## src/hdl/orb_pkg.sv

```systemverilog
package orb_pkg;

  localparam int DEPTH    = 4096;
  localparam int MAX_READ = 64;

  localparam int BYTE_W = 8;
  localparam int POS_W  = 12;
  localparam int LEN_W  = 7;
  localparam int RLEN_W = 13;
  localparam int KIND_W = 2;
  localparam int CFG_AW = 3;

  localparam logic [KIND_W-1:0] KIND_WRITE = 2'd0;
  localparam logic [KIND_W-1:0] KIND_READ  = 2'd1;
  localparam logic [KIND_W-1:0] KIND_CLEAR = 2'd2;

  // Register index as seen in paddr[2].
  localparam logic REG_RING_LEN = 1'b0;

  typedef enum logic [2:0] {
    ST_IDLE,
    ST_AVAIL,
    ST_SIZE,
    ST_END,
    ST_STREAM
  } orb_state_t;

  typedef struct packed {
    logic             strobe;
    logic             byte_valid;
    logic             last;
    logic [LEN_W-1:0] read_count;
    logic [POS_W-1:0] new_read_pos;
  } orb_res_t;

endpackage

```

## src/hdl/orb_ctrl.sv

```systemverilog
module orb_ctrl
  import orb_pkg::*;
#(
  parameter int AW       = 12,
  parameter int CW       = 13
) (
  input  logic              clk,
  input  logic              rst_n,
  input  logic              start,
  input  logic [KIND_W-1:0] kind,
  input  logic [BYTE_W-1:0] wr_byte,
  input  logic [POS_W-1:0]  read_pos,
  input  logic [LEN_W-1:0]  read_len,
  input  logic              exact_only,
  output logic              busy,
  input  logic [CW-1:0]     ring_len,
  input  logic              cfg_clear,
  output logic              mem_we,
  output logic [AW-1:0]     mem_waddr,
  output logic [BYTE_W-1:0] mem_wdata,
  output logic              mem_re,
  output logic [AW-1:0]     mem_raddr,
  output orb_res_t          res
);

  localparam int SW = CW + 1;
  localparam logic [LEN_W-1:0] MAX_LEN = LEN_W'(MAX_READ);

  orb_state_t       state_r, state_nxt;
  logic [AW-1:0]    wp_r, wp_nxt;
  logic [CW-1:0]    fill_r, fill_nxt;
  orb_res_t         res_r, res_nxt;

  logic [POS_W-1:0] pos_r, pos_nxt;
  logic [LEN_W-1:0] want_r, want_nxt;
  logic             exact_r, exact_nxt;
  logic [CW-1:0]    avail_r, avail_nxt;
  logic [LEN_W-1:0] n_r, n_nxt;
  logic [AW-1:0]    end_r, end_nxt;
  logic [AW-1:0]    addr_r, addr_nxt;
  logic [LEN_W-1:0] k_r, k_nxt;

  logic             accept;
  logic [CW-1:0]    pos_c;
  logic [CW-1:0]    wp_c;
  logic [CW-1:0]    wp_inc;
  logic [CW-1:0]    addr_inc;
  logic [CW-1:0]    want_c;
  logic [SW-1:0]    end_sum;
  logic [LEN_W-1:0] n_c;

  assign busy   = (state_r != ST_IDLE);
  assign accept = start && !busy;
  assign res    = res_r;

  assign pos_c    = CW'(pos_r);
  assign wp_c     = CW'(wp_r);
  assign wp_inc   = wp_c + CW'(1);
  assign addr_inc = CW'(addr_r) + CW'(1);
  assign want_c   = CW'(want_r);
  assign end_sum  = SW'(pos_r) + SW'(n_r);

  always_comb begin
    if (exact_r) begin
      n_c = (avail_r >= want_c) ? want_r : '0;
    end else begin
      n_c = (avail_r < want_c) ? LEN_W'(avail_r) : want_r;
    end
  end

  always_comb begin
    state_nxt = state_r;
    wp_nxt    = wp_r;
    fill_nxt  = fill_r;
    res_nxt   = '0;
    pos_nxt   = pos_r;
    want_nxt  = want_r;
    exact_nxt = exact_r;
    avail_nxt = avail_r;
    n_nxt     = n_r;
    end_nxt   = end_r;
    addr_nxt  = addr_r;
    k_nxt     = k_r;
    mem_we    = 1'b0;
    mem_waddr = wp_r;
    mem_wdata = wr_byte;
    mem_re    = 1'b0;
    mem_raddr = addr_r;

    case (state_r)
      ST_IDLE: begin
        if (cfg_clear) begin
          wp_nxt   = '0;
          fill_nxt = '0;
        end else if (accept) begin
          case (kind)
            KIND_WRITE: begin
              mem_we = 1'b1;
              wp_nxt = (wp_inc >= ring_len) ? '0 : AW'(wp_inc);
              if (fill_r < ring_len) begin
                fill_nxt = fill_r + CW'(1);
              end
            end
            KIND_READ: begin
              pos_nxt   = read_pos;
              want_nxt  = (read_len > MAX_LEN) ? MAX_LEN : read_len;
              exact_nxt = exact_only;
              state_nxt = ST_AVAIL;
            end
            KIND_CLEAR: begin
              wp_nxt   = '0;
              fill_nxt = '0;
            end
            default: begin
            end
          endcase
        end
      end

      ST_AVAIL: begin
        // Once the ring has filled, a reader behind the writer sees the wrapped span.
        if (pos_c >= ring_len) begin
          avail_nxt = '0;
        end else if (fill_r < ring_len) begin
          avail_nxt = (wp_c > pos_c) ? (wp_c - pos_c) : '0;
        end else if (wp_c >= pos_c) begin
          avail_nxt = wp_c - pos_c;
        end else begin
          avail_nxt = ring_len - pos_c + wp_c;
        end
        state_nxt = ST_SIZE;
      end

      ST_SIZE: begin
        n_nxt = n_c;
        if (n_c == '0) begin
          res_nxt.strobe       = 1'b1;
          res_nxt.byte_valid   = 1'b0;
          res_nxt.last         = 1'b1;
          res_nxt.read_count   = '0;
          res_nxt.new_read_pos = pos_r;
          state_nxt            = ST_IDLE;
        end else begin
          state_nxt = ST_END;
        end
      end

      ST_END: begin
        end_nxt   = (end_sum >= SW'(ring_len)) ? AW'(end_sum - SW'(ring_len))
                                               : AW'(end_sum);
        addr_nxt  = AW'(pos_r);
        k_nxt     = '0;
        state_nxt = ST_STREAM;
      end

      ST_STREAM: begin
        // The result fields are registered alongside the memory read data.
        mem_re               = 1'b1;
        addr_nxt             = (addr_inc >= ring_len) ? '0 : AW'(addr_inc);
        k_nxt                = k_r + LEN_W'(1);
        res_nxt.strobe       = 1'b1;
        res_nxt.byte_valid   = 1'b1;
        res_nxt.read_count   = n_r;
        res_nxt.new_read_pos = POS_W'(end_r);
        res_nxt.last         = (k_nxt == n_r);
        if (k_nxt == n_r) begin
          state_nxt = ST_IDLE;
        end
      end

      default: begin
        state_nxt = ST_IDLE;
      end
    endcase
  end

  always_ff @(posedge clk) begin
    if (!rst_n) begin
      state_r <= ST_IDLE;
      wp_r    <= '0;
      fill_r  <= '0;
      res_r   <= '0;
    end else begin
      state_r <= state_nxt;
      wp_r    <= wp_nxt;
      fill_r  <= fill_nxt;
      res_r   <= res_nxt;
    end
  end

  always_ff @(posedge clk) begin
    pos_r   <= pos_nxt;
    want_r  <= want_nxt;
    exact_r <= exact_nxt;
    avail_r <= avail_nxt;
    n_r     <= n_nxt;
    end_r   <= end_nxt;
    addr_r  <= addr_nxt;
    k_r     <= k_nxt;
  end

endmodule

```

## config.mk

```make
export PLATFORM = sky130hd
export DESIGN_NAME = orb_ctrl
export DESIGN_NICKNAME = d
export VERILOG_FILES = /design/src/hdl/orb_pkg.sv /design/src/hdl/orb_ctrl.sv
export SDC_FILE = /design/constraint.sdc
export NUM_CORES = 1
export LEC_CHECK = 0
export ABC_CLOCK_PERIOD_IN_PS = 3800
export BUFFER_PORTS_ARGS = -buffer_cell sky130_fd_sc_hd__buf_2
export CORE_ASPECT_RATIO = 0.7
export CORE_MARGIN = 2
export CORE_UTILIZATION = 30
export CTS_CLUSTER_SIZE = 12
export DETAILED_ROUTE_END_ITERATION = 12
export GPL_TIMING_DRIVEN = 0
export HOLD_SLACK_MARGIN = 0.08
export SLEW_MARGIN = 0
export SYNTH_ARGS = -nofsm -noshare
export SYNTH_HDL_FRONTEND = slang
export SYNTH_SLANG_ARGS = --single-unit
```

## constraint.sdc

```tcl
create_clock -name clk -period 3.8 [get_ports clk]
set_input_delay 0.19 -clock clk [delete_from_list [all_inputs] [get_ports clk]]
set_output_delay 0.19 -clock clk [all_outputs]
set_load 0.1 [all_outputs]
```

# Word level (Yosys, flattened, before mapping)

Cells that the tools add are included.

Output and inout bits: 57
Bits in registers: 121

Magnitude comparators: 10
Muxes and demuxes: 31
Eq/ne operators: 12
Bitwise gates (word level): 1
Reductions and logical operators: 13
$add $sub $neg: 9

Operators with widths:

| kind                    | count |
|---|---|
| $mux W13                | 6 |
| $mux W12                | 5 |
| $pmux W12 S2            | 2 |
| $pmux W22 S2            | 1 |
| $ge A13 B13 Y1          | 3 |
| $add A12 B1 Y13 const B | 2 |
| $pmux W13 S2            | 1 |
| $mux W22                | 1 |
| $mux W7                 | 3 |
| $pmux W3 S5             | 1 |
| $pmux W7 S2             | 1 |
| $add A12 B7 Y13         | 1 |
| $add A13 B1 Y13 const B | 1 |
| $add A13 B12 Y13        | 1 |
| $ge A12 B13 Y1          | 1 |
| $ge A13 B7 Y1           | 1 |
| $lt A13 B13 Y1          | 1 |
| $lt A13 B7 Y1           | 1 |
| $sub A12 B12 Y13        | 1 |
| $sub A13 B12 Y13        | 1 |
| $ge A12 B12 Y1          | 1 |
| $gt A12 B12 Y1          | 1 |
| $mux W3                 | 4 |
| $reduce_and A4 Y1       | 3 |
| other kinds (23)        | 32 |

# Depth between registers and ports, before layout

Gate-level depths: netlist of run 1.

Depth after elaboration: 6
Mapped depth: 18
Gate-level depth less buffers: 17

# Least setup slack after synthesis of run 1

OpenSTA, ideal clock, no wires.

Path type: reg2reg
Start: register wp_r[1], in the netlist mem_waddr[1]
End: register wp_r[5], in the netlist mem_waddr[5]
Data required time: 3.727 ns
Period minus slack after synthesis: 4.049 ns
Setup slack: -0.249 ns
Stages on the path, launching flop included: 15
Arrival time: 3.976 ns
Path buffers: 1
Cell sequence: dfxtp_1 > ha_1 > nand3_1 > nor3_1 > nand3_1 > xnor2_1 > ha_1 > a21oi_1 > nor2_1 > or4_4 > a21oi_2 > a21boi_2 > buf_6 > nand2_1 > mux2i_1

Cells in the longest elaborated chain, start to end: 6

RTL lines:

| element                | line            | text |
|---|---|---|
| start, declared        | orb_ctrl.sv:30  | `logic [AW-1:0] wp_r, wp_nxt;` |
| start signal, assigned | orb_ctrl.sv:185 | `wp_r <= wp_nxt;` |
| $add A12 B1 Y13 (*)    | orb_ctrl.sv:58  | `assign wp_inc = wp_c + CW'(1);` |
| $ge A13 B13 Y1         | orb_ctrl.sv:99  | `wp_nxt = (wp_inc >= ring_len) ? '0 : AW'(wp_inc);` |
| $mux W12 (*)           | orb_ctrl.sv:99  |  |
| $pmux W12 S2 (*)       | orb_ctrl.sv:96  | `case (kind)` |
| $mux W12 (*)           | orb_ctrl.sv:95  | `end else if (accept) begin` |
| $mux W12 (*)           | orb_ctrl.sv:92  | `if (cfg_clear) begin` |

Every way passes the cells marked *; elsewhere a longest branch is shown, timed or not. The select of a mux whose other input is x is not followed.
A chain may end at the register's enable or synchronous reset.

# Final worst setup path of run 1

Start: register n_r[2]
End: register end_r[8] (data pin)

Cells in the longest elaborated chain, start to end: 3
Elaborated cells on any way between the ends: 4
Those cells by class: add/sub: 2; order compare: 1; mux: 1

RTL lines:

| element                                            | line            | text |
|---|---|---|
| start, declared                                    | orb_ctrl.sv:38  | `logic [LEN_W-1:0] n_r, n_nxt;` |
| start signal, assigned                             | orb_ctrl.sv:196 | `n_r <= n_nxt;` |
| $add A12 B7 Y13 (*)                                | orb_ctrl.sv:61  | `assign end_sum = SW'(pos_r) + SW'(n_r);` |
| $sub A12 B12 Y12 or $ge A13 B13 Y1 (tied branches) | orb_ctrl.sv:149 | `end_nxt = (end_sum >= SW'(ring_len)) ? AW'(end_sum - SW'(ring_len))` |
| $mux W12 (*)                                       | orb_ctrl.sv:149 |  |
| end signal, assigned                               | orb_ctrl.sv:197 | `end_r <= end_nxt;` |
| end, declared                                      | orb_ctrl.sv:39  | `logic [AW-1:0] end_r, end_nxt;` |

Every way passes the cells marked *; elsewhere a longest branch is shown, timed or not.

==> metrics.md, run 1 <==
| Metric | Value |
|---|---|
| GPL Wtd Cong | `0.9161` |
| Worst Tran Pin Value | `1.303 ns` |
| IO buf count | `95` |
| Routed vias/inst | `5.200` |
| Fin util | `37.84%` |
| Hold Crit Class | `input port to flip-flop` |
| Xor/xnor share of the synthesized area | `6.054%` |
| Total Wirelength | `27.81 mm` |
| Crit path time final | `3.742 ns` |
| Largest net degree at the start of global routing | `22` |
| CTS Buf Count | `17` |
| Crit end category | `flip-flop` |
| Crit-path slowest cell | `edfxtp_1` |
| Final Hold Viols | `0` |
| Seq cells post-synth | `121` |
| CTS Root Buffer Type | `clkbuf_16` |
| Max VDD drop | `0.2259 mV` |
| Clk buf depth | `2` |
| Max_cap viols | `0` |
| CP startpoint kind | `flip-flop` |
| Die Span Y | `147.5 um` |
| Sw frac | `26.87%` |
| Routed Antenna Nets | `0` |
| Core box area | `28890 um2` |
| Synth warn | `0` |
| Top_reg_cell synth | `edfxtp_1` |
| Row count | `52` |
| GRT Util Overall | `18.31%` |
| Crit path max fanout | `4` |
| Gr ovfl total | `0` |
| Adder-cell share of the synthesized area | `18.29%` |
| Finished Layout Cells | `1470` |
| Clk sinks | `121` |
| Largest family of logic cells by synthesized area | `adder cells` |
| Initial antenna violation count | `0` |
| Unique masters post-synth | `67` |
| Clock skew after layout | `0.01053 ns` |
| Mux cell area share after synthesis | `0.7515%` |
| Share of post-route cells with drive strength above 1 | `19.41%` |
| Die ar. | `30830 um2` |
| Clk_lat worst skew | `0.43 ns` |
| Worst slew margin | `13.11%` |
| Cells after Synth | `928` |
| Vias in the first global route | `7215` |
| Outcome | `finished clean` |
| WP data arrival | `3.93 ns` |
| Peak Freq | `267.2 MHz` |
| Initial Util | `30.55%` |
| Slew Viols, Final | `0` |
| Final worst slack | `0.05764 ns` |
| WL/cell | `18.92 um` |
| Fin crit share | `98.48%` |
| CP required | `3.99 ns` |
| Sequential share of the synthesized area | `35.50%` |
| Post-Syn Area | `8825 um2` |
| Most frequent cells in the layout | `inv_1, ha_1, buf_2, edfxtp_1, nor2_1` |
| Combinational power share | `14.3%` |
| DP HPWL | `21.27 mm` |
| Nets | `1246` |
| Leakage Power | `0.004952 uW` |
| Synth Area in Compound Gates | `18.18%` |
| Critical-path cell list | `ha_1 -> nor2b_1 -> o21a_1 -> o31ai_4 -> a21oi_4 -> nand3_1 -> xnor2_2 -> ha_2 -> or2_2 -> a21oi_2 -> a21oi_4 -> a31oi_4 -> buf_4 -> mux2_4` |
| Sw Pwr | `993.8 uW` |
| Slowest cell delay on critical path | `0.46 ns` |
| P per Cell Area | `338.4 nW/um2` |
| CTS tree | `yes` |
| H-tree Lvls | `4` |
| Setup Crit Path Kind | `flip-flop to flip-flop` |
| Post-synth EDFFs | `71` |
| Flop pwr share | `38.2%` |
| DR vias | `7644` |
| CP most frequent cell | `a21oi_4` |
| Placed insts | `1402` |
| Asr flop ratio synth | `0%` |
| Area growth from synthesis to layout | `23.86%` |
| Reg2Reg Setup Slack | `0.06 ns` |
| Fraction of the mapped netlist area in simple logic gates | `15.28%` |
| Clock power share | `47.5%` |
| Die Span X | `209.0 um` |
| Syn_area_per_cell | `9.509 um2` |
| # DRC | `0` |
| First-pass GRT wire length | `42.34 mm` |
| Clock Pin Slew Worst Setup and Hold Paths | `0.06 ns` |
| Ant diodes | `0` |
| Syn Nets | `1095` |
| Final TNS setup | `0 ns` |
| Final-report setup violation count | `0` |
| Post-Place Setup Slack | `-0.3852 ns` |
| Cell Int Power | `2705 uW` |
| Pre-Repair DR Iteration Count | `7` |
| Initial drt markers | `634` |
| # IOs | `104` |
power groups by stage:
stage	Combinational [uW]	Clock [uW]	Sequential, uW
2_1_floorplan	332	0	1440
3_5_place_dp	462	0	1440
6_report	529	1760	1410
5_1_grt	579	1850	1410
3_3_place_gp	454	0	1440
4_1_cts	497	1780	1410
cell usage after synthesis (all sizes together) (6+ instances only):
| master | instances | area share (%) |
|---|---|---|
| ha | 105 | 15 |
| inv | 102 | 4.3 |
| edfxtp | 71 | 24 |
| nor2 | 65 | 2.8 |
| a21oi | 53 | 3.0 |
| dfxtp | 50 | 11 |
| o21ai | 49 | 2.8 |
| xnor2 | 46 | 4.6 |
| nand2 | 38 | 1.6 |
| and3 | 30 | 2.2 |
| nand3 | 26 | 1.5 |
| a21o | 24 | 2.0 |
| a22o | 24 | 2.4 |
| nor3 | 23 | 1.4 |
| nand2b | 18 | 1.3 |
| nor2b | 17 | 1.2 |
| o22ai | 17 | 1.2 |
| fa | 15 | 3.4 |
| xor2 | 15 | 1.5 |
| buf | 13 | 1.2 |
| nand4 | 12 | 0.85 |
| o21a | 12 | 1.0 |
| clkbuf | 10 | 0.43 |
| a22oi | 7 | 0.60 |
| o31ai | 7 | 0.60 |
| or2 | 7 | 0.50 |
| a31oi | 6 | 0.60 |
| nor4 | 6 | 0.50 |
| o21bai | 6 | 0.51 |
per-layer routing:
| layer | track usage [%] | wire length (um) | vias up |
|---|---|---|---|
| li1 | - | - | 3680 |
| met1 | 27.51 | 13650 | 3626 |
| met2 | 25.92 | 11290 | 317 |
| met3 | 4.589 | 2532 | 21 |
| met4 | 4.536 | 343 | 0 |
| met5 | 0 | 0 | - |
kinds of logic (layout without fill, tap and decap cells):
| family | count (synthesis) | after routing |
|---|---|---|
| simple gates | 258 | 258 |
| compound gates | 237 | 238 |
| buf+inv | 125 | 288 |
| flops | 121 | 121 |
| fa+ha+maj | 120 | 120 |
| xor+xnor | 61 | 61 |
| mux | 6 | 6 |
worst paths after layout:
kind / startpoint / end / depth (start not counted)
worst max-delay path: n_r[2] / end_r[8] / 14
worst min-delay path: read_len[0] / want_r[0] / 2
worst max register to register: n_r[2] / end_r[8] / 14
worst min register to register: end_r[4] / res[4] / 1
sequential cells by signal, indices dropped and copies added, names as in the netlist:
signal,count
state_r,3
exact_r,1
res,22
end_r,12
want_r,7
mem_raddr,12
n_r,7
k_r,7
fill_r,13
mem_waddr,12
avail_r,13
pos_r,12
repair_timing:
item / in CTS / in global routing
gates resized for setup: 17 / 23
endpoints found under the setup margin: 16 / 24
gates cloned: 1 / 0
hold buffers: 17 / 0
endpoints found under the hold margin: 17 / 0
pin swaps: 5 / 10
setup buffers: 6 / 12
cell type report:
type / instances / area (um2)
plain buffers: 23 / 141.4
clock buffers: 17 / 425.4
clock inverters: 15 / 200.2
fillers: 2994 / 17960
inverters: 102 / 382.9
multi-input cells: 683 / 5364
flip-flops and latches: 121 / 3139
well taps: 378 / 473.0
repair buffers: 131 / 804.5
worst max-delay path, delay by kind of cell, from the launching register on:
kind                       cells  cell delay [ns]
buffers and inverters          1             0.17
DFF                            1             0.46
muxes                          1             0.30
adders and majority gates      2             0.70
AOI/OAI and AO/OA              6             1.12
and+or+nand+nor                3             0.61
xor gates and xnor gates       1             0.14
stage by stage:
| stage | hold slack [ns] | total power, uW | cell area [um2] |
|---|---|---|---|
| 6_report | 0.08898 | 3698 | 10930 |
| 5_1_grt | 0.09342 | 3840 | 10930 |
| 4_1_cts | 0.09663 | 3688 | 10720 |
| 3_5_place_dp | 0.3689 | 1904 | 9796 |
| 3_3_place_gp | 0.3689 | 1896 | 9779 |
| 2_1_floorplan | 0.2889 | 1773 | 8831 |
Note: power is estimated with default switching activity, not from simulation.
==> inputs of run 2 (changes only) <==
--- a/config.mk
+++ b/config.mk
@@ -14,6 +14,7 @@
 export DETAILED_ROUTE_END_ITERATION = 12
 export GPL_TIMING_DRIVEN = 0
 export HOLD_SLACK_MARGIN = 0.08
+export REMOVE_ABC_BUFFERS = 1
 export SLEW_MARGIN = 0
 export SYNTH_ARGS = -nofsm -noshare
 export SYNTH_HDL_FRONTEND = slang
==> run 2 against run 1 <==
Against the previous run: global-route usage down 0.79 points; sequential cell count unchanged; sequential power barely moved; maximum frequency grew 1.4%; final cell count is 1.8% lower; critical path depth grew 1; clock power decreased by 4%; utilization decreased by 0.57 points; critical path type unchanged; largest cell class unchanged; highest routed layer unchanged.
==> metrics.md, run 2 (same netlist as run 1, synthesis figures left out) <==
| Metric | Value |
|---|---|
| P per Cell Area | `331.8 nW/um2 (-1.9%)` |
| Fin util | `37.27% (-0.57 points)` |
| Worst flop-to-flop path startpoint | `pos_r[1]` |
| Area growth from synthesis to layout | `21.99%` |
| Clk_lat worst skew | `0.43 ns (about the same)` |
| Worst Tran Pin Value | `1.282 ns (-0.02089 ns)` |
| Post-Place Setup Slack | `-0.5458 ns (-0.1607 ns)` |
| CTS Root Buffer Type | `clkbuf_16` |
| Crit end category | `flip-flop` |
| Routed Antenna Nets | `0 (unchanged)` |
| Nets | `1220 (-2.1%)` |
| Clock skew after layout | `0.01317 ns (+0.002641 ns)` |
| Initial Util | `30.55% (unchanged)` |
| Slew Viols, Final | `0 (unchanged)` |
| Initial antenna violation count | `1 (+1)` |
| Filler cell count | `2935 (-2.0%)` |
| Crit-path slowest cell | `edfxtp_1` |
| CP required | `3.98 ns (about the same)` |
| Final Hold Viols | `0 (unchanged)` |
| Worst Reg-to-Reg Cells | `15 (+1)` |
| Crit path time final | `3.690 ns (-0.05210 ns)` |
| Critical path endpoint | `end_r[1]` |
| CP startpoint kind | `flip-flop` |
| Die Span Y | `147.5 um (unchanged)` |
| Gr ovfl total | `0 (unchanged)` |
| Number of flip-flops in the largest register | `22 (unchanged)` |
| Finished Layout Cells | `1444 (-1.8%)` |
| Worst setup path start | `pos_r[1]` |
| Vias in the first global route | `7063 (-2.1%)` |
| Die ar. | `30830 um2 (unchanged)` |
| # IOs | `104 (unchanged)` |
| Leakage Power | `0.004860 uW (-1.9%)` |
| GPL Wtd Cong | `0.8755 (-4.4%)` |
| Hold_sp | `read_len[5]` |
| Setup Crit Path Kind | `flip-flop to flip-flop` |
| WP data arrival | `3.87 ns (-0.06 ns)` |
| Share of post-route cells with drive strength above 1 | `18.01% (-1.4 points)` |
| Worst slew margin | `14.50% (+1.4 points)` |
| Critical-path cell list | `buf_6 -> fa_2 -> a21o_1 -> a21oi_2 -> nor2b_1 -> o21ai_2 -> nor2b_1 -> xnor2_1 -> ha_1 -> nand4_1 -> o31ai_2 -> a21oi_2 -> inv_2 -> a31oi_4 -> mux2_2` |
| Placed insts | `1371 (-2.2%)` |
| Core box area | `28890 um2 (unchanged)` |
| Clk sinks | `121 (unchanged)` |
| WL/cell | `18.48 um (-2.3%)` |
| Hold Crit Class | `input port to flip-flop` |
| Die Span X | `209.0 um (unchanged)` |
| Hold Worst Slack | `0.1364 ns (+0.04740 ns)` |
| IO buf count | `87 (-8.4%)` |
| # DRC | `0 (unchanged)` |
| GRT Util Overall | `17.52% (-0.79 points)` |
| DR vias | `7428 (-2.8%)` |
| DP HPWL | `20.57 mm (-3.3%)` |
| Routed vias/inst | `5.144 (-1.1%)` |
| Row count | `52 (unchanged)` |
| Peak Freq | `271.0 MHz (+1.4%)` |
| Final worst slack | `0.1097 ns (+0.05210 ns)` |
| Max_cap viols | `0 (unchanged)` |
| Slowest cell delay on critical path | `0.49 ns (+0.03 ns)` |
| Pre-Repair DR Iteration Count | `5 (-2)` |
| Largest net degree at the start of global routing | `24 (+9.1%)` |
| Fin crit share | `97.11% (-1.4 points)` |
| Clock Pin Slew Worst Setup and Hold Paths | `0.06 ns (about the same)` |
| Outcome | `finished clean` |
| CTS tree | `yes` |
| Initial drt markers | `745 (+18%)` |
| Most frequent cells in the layout | `inv_1, ha_1, buf_2, edfxtp_1, nor2_1` |
| First-pass GRT wire length | `40.84 mm (-3.5%)` |
| Max VDD drop | `0.2417 mV (+7.0%)` |
| Clk buf depth | `2 (unchanged)` |
| H-tree Lvls | `4 (unchanged)` |
| CTS Buf Count | `17 (unchanged)` |
| Reg2Reg Setup Slack | `0.11 ns (+0.05 ns)` |
| Unrepaired setup endpoints after global routing | `true` |
| Crit path max fanout | `6 (+2)` |
| Reg2reg end | `end_r[1]` |
| Ant diodes | `0 (unchanged)` |
| Total Wirelength | `26.68 mm (-4.1%)` |
| Final-report setup violation count | `0 (unchanged)` |
| Final TNS setup | `0 ns (unchanged)` |
run 2: changes by cell type in the layout (fill, tap and decap cells not counted), sizes merged:
cell         before  now
clkbuf           27   18
dlygate4sd3      17   19
bufinv            4    3
buf             127  109
run 2: worst min-delay path by stage:
| stage | endpoint | slack [ns] | depth (start not counted) |
|---|---|---|---|
| final | want_r[5] | 0.14 | 2 |
| after global routing | want_r[5] | 0.13 | 2 |
| after CTS | want_r[5] | 0.11 | 2 |
| after detailed placement | pos_r[7] | 0.37 | 1 |
| after global placement | pos_r[11] | 0.37 | 1 |
| after floorplan | exact_r | 0.29 | 0 |
run 2: per-stage QoR:
stage	power, uW	instance area [um2]
after floorplan	1729	8683
after global placement	1844	9592
after detailed placement	1851	9608
after CTS	3581	10560
after global routing	3710	10770
final	3572	10770
run 2: area by class of cell:
| class | count | area (um2) | share of cell area, % |
|---|---|---|---|
| Multi-Input combinational cell | 683 | 5363 | 49.81 |
| Sequential cell | 121 | 3134 | 29.11 |
| Timing Repair Buffer | 128 | 810.8 | 7.531 |
| Tap cell | 378 | 473.0 | 4.393 |
| Clock buffer | 18 | 429.2 | 3.987 |
| Inverter | 102 | 382.9 | 3.556 |
| Clock inverter | 14 | 172.7 | 1.604 |
run 2: what timing repair did:
action | CTS | global route
endpoints found under the setup margin | 24 | 23
resized for setup | 17 | 21
hold buffers | 19 | 0
endpoints found under the hold margin | 19 | 0
cloned | 1 | 0
pin swaps | 5 | 8
setup buffers | 10 | 11
run 2: power by group:
group	switching (uW)	total [uW]	internal, uW
clock	652	1690	1030
sequential	15.7	1410	1400
combinational	272	472	200
run 2: routing by layer:
| metal | up-vias | routed length (um) | global-route usage, % |
|---|---|---|---|
| li1 | 3614 | - | - |
| met1 | 3523 | 13200 | 26.18 |
| met2 | 276 | 11230 | 25.52 |
| met3 | 15 | 2022 | 4.228 |
| met4 | 0 | 229 | 3.464 |
| met5 | - | 0 | 0 |
run 2: critical path, delay by kind of cell (launching register included):
family	cells	cell delay, ns
adders and majority gates	2	0.67
muxes	1	0.37
DFF	1	0.49
and+or+nand+nor	3	0.42
AOI/OAI and AO/OA	6	1.05
xor gates and xnor gates	1	0.16
buffers and inverters	2	0.26
==> inputs of run 3 (changes only) <==
--- a/config.mk
+++ b/config.mk
@@ -9,11 +9,12 @@
 export BUFFER_PORTS_ARGS = -buffer_cell sky130_fd_sc_hd__buf_2
 export CORE_ASPECT_RATIO = 0.7
 export CORE_MARGIN = 2
-export CORE_UTILIZATION = 30
+export CORE_UTILIZATION = 54
 export CTS_CLUSTER_SIZE = 12
 export DETAILED_ROUTE_END_ITERATION = 12
 export GPL_TIMING_DRIVEN = 0
 export HOLD_SLACK_MARGIN = 0.08
+export PLACE_DENSITY = 0.78
 export REMOVE_ABC_BUFFERS = 1
 export SLEW_MARGIN = 0
 export SYNTH_ARGS = -nofsm -noshare
==> run 3 against run 2 <==
Against the previous run: the run now ends with negative setup slack left; count of clock-buffer cells in the layout up 10; routed wire length down 7.7%; largest power group unchanged; first-iteration DRC count up 7.2%; via count up 3.4%; largest cell class unchanged; critical path depth up 2; global-route usage up 11 points; worst hold slack worse by 0.021 ns.
==> metrics.md, run 3 (same netlist as run 1, synthesis figures left out) <==
| Metric | Value |
|---|---|
| Outcome | `complete, but fails checks` |
| Failing checks | `negative setup slack` |
| Final Hold Viols | `0 (unchanged)` |
| Share of post-route cells with drive strength above 1 | `17.33% (-0.69 points)` |
| Crit path time final | `3.846 ns (+0.1555 ns)` |
| Slowest cell delay on critical path | `0.50 ns (about the same)` |
| Fin crit share | `101.2% (+4.1 points)` |
| WP data arrival | `4.02 ns (+0.15 ns)` |
| Filler cell count | `1291 (-56%)` |
| Finished Layout Cells | `1287 (-11%)` |
| CP startpoint kind | `flip-flop` |
| # IOs | `104 (unchanged)` |
| Gr ovfl total | `0 (unchanged)` |
| Setup Crit Path Kind | `flip-flop to flip-flop` |
| Ant diodes | `0 (unchanged)` |
| H-tree Lvls | `4 (unchanged)` |
| Reg2Reg Setup Slack | `-0.05 ns (-0.16 ns)` |
| Critical path endpoint | `end_r[10]` |
| Crit end category | `flip-flop` |
| Largest net degree at the start of global routing | `24 (unchanged)` |
| Nets | `1216 (-0.33%)` |
| Clk_lat worst skew | `0.43 ns (about the same)` |
| CTS tree | `yes` |
| Max VDD drop | `0.2390 mV (-1.1%)` |
| Vias in the first global route | `7165 (+1.4%)` |
| Max_cap viols | `0 (unchanged)` |
| Die Span Y | `111.0 um (-25%)` |
| Crit path max fanout | `4 (-2)` |
| Clock skew after layout | `0.01130 ns (-0.001870 ns)` |
| Worst Tran Pin Value | `1.231 ns (-0.05189 ns)` |
| Initial antenna violation count | `0 (-1)` |
| Worst slew margin | `17.96% (+3.5 points)` |
| Clock Pin Slew Worst Setup and Hold Paths | `0.05 ns (about the same)` |
| Total Wirelength | `24.63 mm (-7.7%)` |
| Routed Antenna Nets | `0 (unchanged)` |
| P per Cell Area | `329.2 nW/um2 (-0.78%)` |
| First-pass GRT wire length | `38.12 mm (-6.7%)` |
| Die ar. | `17400 um2 (-44%)` |
| DR vias | `7684 (+3.4%)` |
| Slew Viols, Final | `0 (unchanged)` |
| Routed vias/inst | `5.970 (+16%)` |
| IO buf count | `87 (unchanged)` |
| Reg2reg end | `end_r[10]` |
| Crit-path slowest cell | `edfxtp_1` |
| Leakage Power | `0.004821 uW (-0.81%)` |
| Initial drt markers | `799 (+7.2%)` |
| Worst setup path start | `pos_r[1]` |
| Hold Worst Slack | `0.1155 ns (-0.02091 ns)` |
| GPL Wtd Cong | `0.9521 (+8.7%)` |
| Initial Util | `54.64% (+24 points)` |
| # DRC | `0 (unchanged)` |
| Hold Crit Class | `input port to flip-flop` |
| Final-report setup violation count | `1 (+1)` |
| Placed insts | `1218 (-11%)` |
| Commonest non-fill, non-tap cell in the layout | `inv_1` |
| Most frequent cells in the layout | `inv_1, ha_1, buf_2, edfxtp_1, nor2_1` |
| CP required | `3.97 ns (about the same)` |
| Row count | `39 (-25%)` |
| Clk sinks | `121 (unchanged)` |
| Final TNS setup | `-0.04579 ns (-0.04579 ns)` |
| CTS Buf Count | `17 (unchanged)` |
| Pre-Repair DR Iteration Count | `5 (unchanged)` |
| Worst Reg-to-Reg Cells | `17 (+2)` |
| Worst flop-to-flop path startpoint | `pos_r[1]` |
| Unrepaired setup endpoints after global routing | `true` |
| DP HPWL | `18.22 mm (-11%)` |
| GRT Util Overall | `28.55% (+11 points)` |
| Clk buf depth | `2 (unchanged)` |
| Die Span X | `156.8 um (-25%)` |
| Peak Freq | `260.0 MHz (-4.0%)` |
| Final worst slack | `-0.04579 ns (-0.1555 ns)` |
| WL/cell | `19.14 um (+3.6%)` |
| Critical-path cell list | `buf_4 -> fa_1 -> a21o_1 -> a21oi_2 -> nor2b_1 -> o21ai_2 -> nor2b_4 -> xnor2_2 -> ha_4 -> buf_4 -> a21oi_1 -> o22ai_1 -> nor2_1 -> o21bai_1 -> a21oi_1 -> xnor2_1 -> mux2_2` |
| Core box area | `16150 um2 (-44%)` |
| Number of flip-flops in the largest register | `22 (unchanged)` |
| Area growth from synthesis to layout | `19.25%` |
| CTS Root Buffer Type | `clkbuf_16` |
==> run 3: critical path, delay by kind of cell (launching register included) <==
family | cells | cell delay (ns)
AOI/OAI and AO/OA | 7 | 1.10
buffers and inverters | 2 | 0.33
adders and majority gates | 2 | 0.71
DFF | 1 | 0.50
muxes | 1 | 0.26
and+or+nand+nor | 3 | 0.45
xor gates and xnor gates | 2 | 0.25
==> run 3: worst min path at each step <==
stage                      to  cells after the start  slack [ns]          from
floorplan             exact_r                      0        0.29    exact_only
global placement     pos_r[7]                      1        0.37   read_pos[7]
detailed placement  pos_r[11]                      1        0.37  read_pos[11]
CTS                 want_r[0]                      2        0.12   read_len[0]
global route        want_r[0]                      2        0.14   read_len[0]
finish              want_r[0]                      2        0.12   read_len[0]
==> run 3: routing by layer <==
metal / vias up / part of all wire (%) / routed length, um / global-route usage, %
li1: 3609 / - / - / -
met1: 3651 / 45 / 11000 / 41.53
met2: 373 / 44 / 10730 / 42.75
met3: 51 / 9.4 / 2326 / 5.551
met4: 0 / 2.3 / 570 / 9.235
met5: - / 0 / 0 / 0
==> run 3: where the power goes <==
group          internal [uW]  switching [uW]
logic                    202             277
registers               1400            14.6
clock network           1000             571
==> run 3: timing repair <==
| action | in CTS | in global routing |
|---|---|---|
| gates resized for setup | 10 | 23 |
| cloned | 0 | 0 |
| setup buffers | 7 | 11 |
| hold buffers | 19 | 0 |
| endpoints found under the hold margin | 19 | 0 |
| setup endpoints to repair | 24 | 33 |
| pin swaps | 3 | 4 |
==> run 3: area by class of cell <==
class | instances | area, um2 | share of cell area, %
clock buffers | 28 | 560.5 | 5.326
repair buffers | 125 | 788.3 | 7.490
inverters | 102 | 382.9 | 3.638
flip-flops and latches | 121 | 3133 | 29.77
well taps | 225 | 281.5 | 2.675
clock inverters | 4 | 26.28 | 0.2497
multi-input cells | 682 | 5351 | 50.85
==> run 3: per-stage QoR <==
stage	power (uW)	utilization, %	worst slack (ns)	area (um2)
finish	3464	65.16	-0.04579	10520
global route	3572	65.16	-0.09339	10520
CTS	3429	63.73	0.004262	10290
detailed placement	1848	58.30	-0.4558	9417
global placement	1835	58.20	-0.3516	9400
floorplan	1729	-	-0.3153	8683
